[src/rtl/core/mie_pkg.sv]
// Shared types and constants of the I-type execute core.
// No dependencies; imported by the core, its register file and its checker.
package mie_pkg;

	// Instruction codes carried in the mode field.
	typedef enum logic [3:0] {
		OP_BEQ  = 4'd0,
		OP_BNE  = 4'd1,
		OP_ADDI = 4'd2,
		OP_ANDI = 4'd3,
		OP_ORI  = 4'd4,
		OP_NORI = 4'd5,
		OP_LUI  = 4'd6,
		OP_SLTI = 4'd7,
		OP_LW   = 4'd8,
		OP_LH   = 4'd9,
		OP_LHU  = 4'd10,
		OP_LB   = 4'd11,
		OP_LBU  = 4'd12,
		OP_SW   = 4'd13,
		OP_SH   = 4'd14,
		OP_SB   = 4'd15
	} op_t;

	// Completion status reported with each result word.
	typedef enum logic [1:0] {
		ST_NORMAL   = 2'd0,
		ST_OVERFLOW = 2'd1,
		ST_SKIP     = 2'd2,
		ST_HALT     = 2'd3
	} status_t;

	// Register file write port.
	typedef struct packed {
		logic        we;
		logic [4:0]  addr;
		logic [31:0] data;
	} rf_wr_t;

endpackage

[src/rtl/core/mie_regfile.sv]
// 32 x 32-bit register file with two registered read ports and one write port.
// Depends on mie_pkg for the write port type; per-entry valid bits give zeros after reset.
module mie_regfile import mie_pkg::*; (
	input  logic        clk,
	input  logic        arst_n,
	input  logic        en,
	input  logic [4:0]  ra_idx,
	input  logic [4:0]  rb_idx,
	input  rf_wr_t      wr,
	output logic [31:0] ra_data,
	output logic [31:0] rb_data
);

	logic [31:0] mem_q [32];
	logic [31:0] valid_q;
	logic [31:0] ra_q;
	logic [31:0] rb_q;

	// An entry reads as zero until it has been written once.
	always_ff @(posedge clk or negedge arst_n) begin
		if (!arst_n) begin
			valid_q <= '0;
		end else if (en && wr.we) begin
			valid_q[wr.addr] <= 1'b1;
		end
	end

	// Write and registered reads; a read of the entry being written returns the new data.
	always_ff @(posedge clk) begin
		if (en) begin
			if (wr.we) begin
				mem_q[wr.addr] <= wr.data;
			end
			if (wr.we && wr.addr == ra_idx) begin
				ra_q <= wr.data;
			end else if (valid_q[ra_idx]) begin
				ra_q <= mem_q[ra_idx];
			end else begin
				ra_q <= '0;
			end
			if (wr.we && wr.addr == rb_idx) begin
				rb_q <= wr.data;
			end else if (valid_q[rb_idx]) begin
				rb_q <= mem_q[rb_idx];
			end else begin
				rb_q <= '0;
			end
		end
	end

	assign ra_data = ra_q;
	assign rb_data = rb_q;

endmodule

[config.mk]
export PLATFORM = sky130hd
export DESIGN_NAME = mie_regfile
export DESIGN_NICKNAME = d
export VERILOG_FILES = /design/src/rtl/core/mie_pkg.sv /design/src/rtl/core/mie_regfile.sv
export SDC_FILE = /design/constraint.sdc
export NUM_CORES = 2
export LEC_CHECK = 0
export ABC_AREA = 0
export BUFFER_PORTS_ARGS = -buffer_cell sky130_fd_sc_hd__buf_2
export CORE_ASPECT_RATIO = 1.25
export CORE_MARGIN = 1
export CORE_UTILIZATION = 60
export DETAILED_ROUTE_END_ITERATION = 6
export PLACE_DENSITY = 0.77
export SYNTH_ARGS = -nofsm -noshare
export SYNTH_HDL_FRONTEND = slang
export SYNTH_SLANG_ARGS = --single-unit
[constraint.sdc]
create_clock -name clk -period 3.2 [get_ports clk]
set_input_delay 0.32 -clock clk [delete_from_list [all_inputs] [get_ports clk]]
set_output_delay 0.32 -clock clk [all_outputs]
set_load 0.02 [all_outputs]
# After elaboration in Yosys (flattened, before gate mapping)
# Memories as Yosys holds them, arrays and structs flattened.
# Cells that the tools add are included.
[totals] regBits=96 ramBits=1024 inputBits=51 output_inout_bits=64 word_cells=28 n_memories=1
[op_classes] n_lt_le_gt_ge=4 n_eq_ne=2 n_mux=13 bitwise=1 reduce_logical=4
[mem_list] name="mem_q" depth=32 width=32 rd=2 rd_ports_with_merged_regs=0 write_ports=1 line_no="mie_regfile.sv:14" text="logic [31:0] mem_q [32];"
[op_table] op="$mux W32" count=4
[op_table] op="$or A32 B32 Y32" count=1
[op_table] op="$lt A5 B6 Y1 const B" count=3
[op_table] op="$bmux W1 S5" count=2
[op_table] op="$eq A5 B5 Y1" count=2
[op_table] op="$mux W1" count=6
[op_table] op="$demux W1 S5" count=1
[op_table] op="$ge A5 B1 Y1 const B" count=1
[op_table] op="$logic_and A1 B1 Y1" count=4

# Longest topological paths before layout
[depth] ltp_word=5 ltp_mapped=11 mapped_depth_nobuf=5

# Worst setup path before layout
# OpenSTA, ideal clock, no wires.
[synth_path] path_kind="input to register" start="input port wr[35] in the netlist's numbering" end="memory mem_q[10][0] (enable)" setup_ns=0.422 t_arrival_ns=2.481 t_required_ns=2.778 path_slack_ns=0.297 path_stages=3 n_path_buf=1 cell_sequence="clkbuf_1 > or3b_2 > nor2_1"
[synth_lines] element="start, declared" line_no="mie_regfile.sv:9" text="input rf_wr_t wr,"
[synth_lines] element="end, declared" line_no="mie_regfile.sv:14"
# Straight into the memory's write port.

# Final worst setup path
[layout_path] start="register valid_q[30]" end="register ra_q[14] (netlist: ra_data[14]), data pin"
[layout_between] elab_chain_len=4
[layout_rtl] element="start, declared" line_no="mie_regfile.sv:15" text="logic [31:0] valid_q;"
[layout_rtl] element="start signal, assigned" line_no="mie_regfile.sv:22" text="valid_q <= '0;"
[layout_rtl] element="start signal, assigned by index" line_no="mie_regfile.sv:24" text="valid_q[wr.addr] <= 1'b1;"
[layout_rtl] element="$bmux W1 S5" line_no="mie_regfile.sv:36" text="end else if (valid_q[ra_idx]) begin"
[layout_rtl] element="$mux W1 (implied by the code)" line_no="mie_regfile.sv:36"
[layout_rtl] element="$mux W32" line_no="mie_regfile.sv:36"
[layout_rtl] element="$mux W32" line_no="mie_regfile.sv:34" text="if (wr.we && wr.addr == ra_idx) begin"
[layout_rtl] element="end signal, assigned" line_no="mie_regfile.sv:35" text="ra_q <= wr.data;"
[layout_rtl] element="end signal, assigned" line_no="mie_regfile.sv:37" text="ra_q <= mem_q[ra_idx];"
[layout_rtl] element="end, declared" line_no="mie_regfile.sv:16" text="logic [31:0] ra_q;"
# Every way passes these cells. The select of a mux whose other input is x is not followed.
# A chain may end at the register's enable or synchronous reset.

==> results.md <==
- Status: complete, no violations
- R2R Setup Slk: 750 ps
- CP Class: reg -> reg
- CP startpoint kind: flop
- GR Overflow Total: 0
- WHS Endpoint: mem_q[9][14]
- Nets: 2,697
- Total Power: 32,790 µW
- Hold Path Class: in -> reg
- H-tree depth: 3
- Post-synthesis sequential area ratio: 0.6567
- R2R Path Start: valid_q[30]
- Synth Instances: 2,496
- Root Buffer: clkbuf_16
- Tcrit/Tclk final: 0.7665
- CP Cell Sequence: mux4_2 -> or3b_2 -> o2111ai_1 -> a21oi_4 -> buf_4 -> a32o_1
- Multi-input logic area: 16,830 µm²
- Final wirelength: 147,900 µm
- Maximum net fanout on the critical path: 11
- Boundary Pins: 115
- Initial Utilization: 0.6059
- Power Dens Cells: 568.7 nW/µm²
- Post-CTS Resized: 0
- Synth async-reset ratio: 0.02857
- WL/cell: 38.67 µm
- Worst setup margin: 747.3 ps
- PortBufs: 114
- CTS Buf Count: 104
- Post-CTS setup buffer count: 0
- Final hold violations: 0
- Residual DRC: 0
- Clock Skew: 27.66 ps
- Worst-Margin Slew: 925.5 ps
- Setup TNS: 0 ps
- Die height: 327.9 µm
- Largest net degree at the start of global routing: 77
- Clock Sink Count: 1,120
- Yosys cell types: 43
- Worst r2r dst: ra_data[14]
- Final Slew Violations: 0
- Die Wd: 262.7 µm
- Vias in the first global route: 30,520
- Max-cap violations: 0
- CP required: 3610 ps
- Routed vias/inst: 7.680
- Worst VDD drop: 431.5 µV
- First-pass GRT wire length: 212,100 µm
- Arr. time, crit path: 2860 ps
- Fill cells: 5,003
- Post-place setup slack: 396.2 ps
- Cts hold-fix bufs: 2
- Global placer's final weighted congestion: 0.8874
- Top delay family on crit path: compound AO/OA/AOI/OAI gates
- Hold path startpoint: wr[14]
- Syn_nets: 2,547
- Worst-path clk slew: 60 ps
- Hold Crit Depth: 1
- Max incr delay on CP: 510 ps
- TritonCTS clock tree: built
- Worst skew pair latency: 690 ps
- Dominant synthesized flop cell: edfxtp_1
- Post-synth EDFFs: 1,088
- 1st-iter DRT viols: 4,355
- Avg Cell Area, Syn: 20.42 µm²
- RSZ-0062 raised after global routing: false
- Sequential cell area: 33,470 µm²
- DP Wirelength: 80,190 µm
- Max clock buf depth: 3
- Slowest cell on crit path: mux4_2
- Netlist Area Pre-Place: 50,970 µm²
- Area Growth Syn to Fin: 13.12%
- Die area: 86,130 µm²
- Core Area: 84,120 µm²
- Crit end category: flop
- GRT Overall Usage: 0.3503
- Vias: 29,370
- Fmax: 407.7 MHz
- Row cnt: 119
- Tmin final: 2453 ps
- Layout cells sized above 1: 0.3779
- TritonRoute pass-1 iters: 7
- Yosys reg bits: 1,120
- CP bufs+invs: 1
- Post-DRT Antenna Nets: 0
- Total number of yosys warnings: 0
- Initial antenna violation count: 9
- Endpoints failing setup: 0
- Lkg Pwr: 0.01850 µW
- Reg2Reg Depth: 6
- Relative slew slack: 0.3807
-- cell usage after synthesis, drive strengths merged (8+ instances only) --
| library cell | number | area (µm²) |
|---|---|---|
| edfxtp | 1088 | 32670 |
| mux4 | 546 | 12300 |
| clkbuf | 105 | 394.1 |
| a22oi | 101 | 758.2 |
| buf | 98 | 528.0 |
| mux2i | 93 | 930.9 |
| nand2 | 58 | 217.7 |
| nand3 | 57 | 285.3 |
| or2 | 44 | 275.3 |
| a21oi | 41 | 205.2 |
| nor2 | 40 | 150.1 |
| dfrtp | 32 | 800.8 |
| o21ai | 28 | 140.1 |
| a32o | 27 | 270.3 |
| a221oi | 22 | 192.7 |
| a22o | 12 | 105.1 |
| nand2b | 12 | 75.07 |
| o21a | 12 | 90.09 |
| nor3 | 11 | 55.05 |
| o31ai | 11 | 82.58 |
| o32ai | 9 | 78.83 |
| xor2 | 8 | 70.07 |
-- layer usage --
| metal | wire (µm) | GRT usage | vias up |
|---|---|---|---|
| met5 | 12 | 0 | - |
| met4 | 10390 | 0.2198 | 2 |
| met3 | 16990 | 0.07534 | 577 |
| met2 | 72530 | 0.5710 | 2385 |
| met1 | 47940 | 0.4335 | 15200 |
| li1 | - | - | 11200 |
-- kinds of logic (layout without fill, tap and decap cells) --
family / count (synthesis) / count (layout) / share of synthesized area
DFF: 1120 / 1120 / 0.6567
muxes: 640 / 640 / 0.2597
AOI/OAI and AO/OA: 273 / 273 / 0.03947
and+or+nand+nor: 245 / 245 / 0.02389
buffers and inverters: 208 / 443 / 0.01846
xor gates and xnor gates: 10 / 10 / 0.001718
other: 0 / 4 / 0
-- power breakdown --
| part | switching, µW | internal, µW |
|---|---|---|
| Clock | 5450 | 7970 |
| Sequential | 168 | 16400 |
| Combinational | 1600 | 1240 |
| Total | 7210 | 25600 |
-- cell usage in the layout (no fill, tap or decap), types with 5 or more instances in the layout --
master and n:
clkbuf_16 107, a221oi_1 22, dfrtp_1 32, clkinvlp_4 5
clkinv_1 18, nor2_1 7, mux4_2 546, mux2i_1 93
o32ai_1 9, xor2_1 8, nand3_1 57, edfxtp_1 1088
a22oi_1 101, nand2b_1 12, a21oi_1 40, nor2_4 33
clkinv_2 14, a32o_1 27, or2_2 44, a22o_1 12
nand2_1 58, clkbuf_1 20, o21ai_0 28, nor3_1 11
buf_12 53, o31ai_1 11, buf_4 82, buf_2 106
bufinv_16 23, o21a_1 12
-- sequential cells by signal (all words and copies together), names as in the netlist --
name     flops
mem_q     1024
ra_data     32
valid_q     32
rb_data     32
-- how the worst max path moves through the flow --
| stage | cells past startpoint | end | slack [ps] | startpoint |
|---|---|---|---|---|
| 5_1_grt | 6 | rb_data[2] | 740 | valid_q[11] |
| 2_1_floorplan | 3 | mem_q[10][0] | 300 | wr[35] |
| 6_report | 6 | ra_data[14] | 750 | valid_q[30] |
| 3_5_place_dp | 9 | ra_data[22] | 400 | ra_idx[1] |
| 3_3_place_gp | 6 | rb_data[24] | 460 | rb_idx[0] |
| 4_1_cts | 6 | rb_data[2] | 770 | valid_q[14] |
-- area by class of cell --
cell class	count	share of cell area
flip-flops and latches	1120	0.5806
multi-input cells	1168	0.2920
clock buffers	127	0.04774
repair buffers	247	0.03967
well taps	1089	0.02363
clock inverters	64	0.01589
inverters	5	0.0003472
diodes	4	0.0001736
-- through the flow --
step	hold WS (ps)	cells	cell area (µm²)	utilization
after global placement	396.8	3627	53960	0.6414
after global routing	145.9	3823	57650	0.6853
final	136.5	3824	57650	0.6853
after floorplan	24.41	2496	50970	-
after CTS	117.4	3820	57640	0.6852
after detailed placement	408.4	3627	53960	0.6414
No activity file was read; power rests on OpenSTA's default activity.
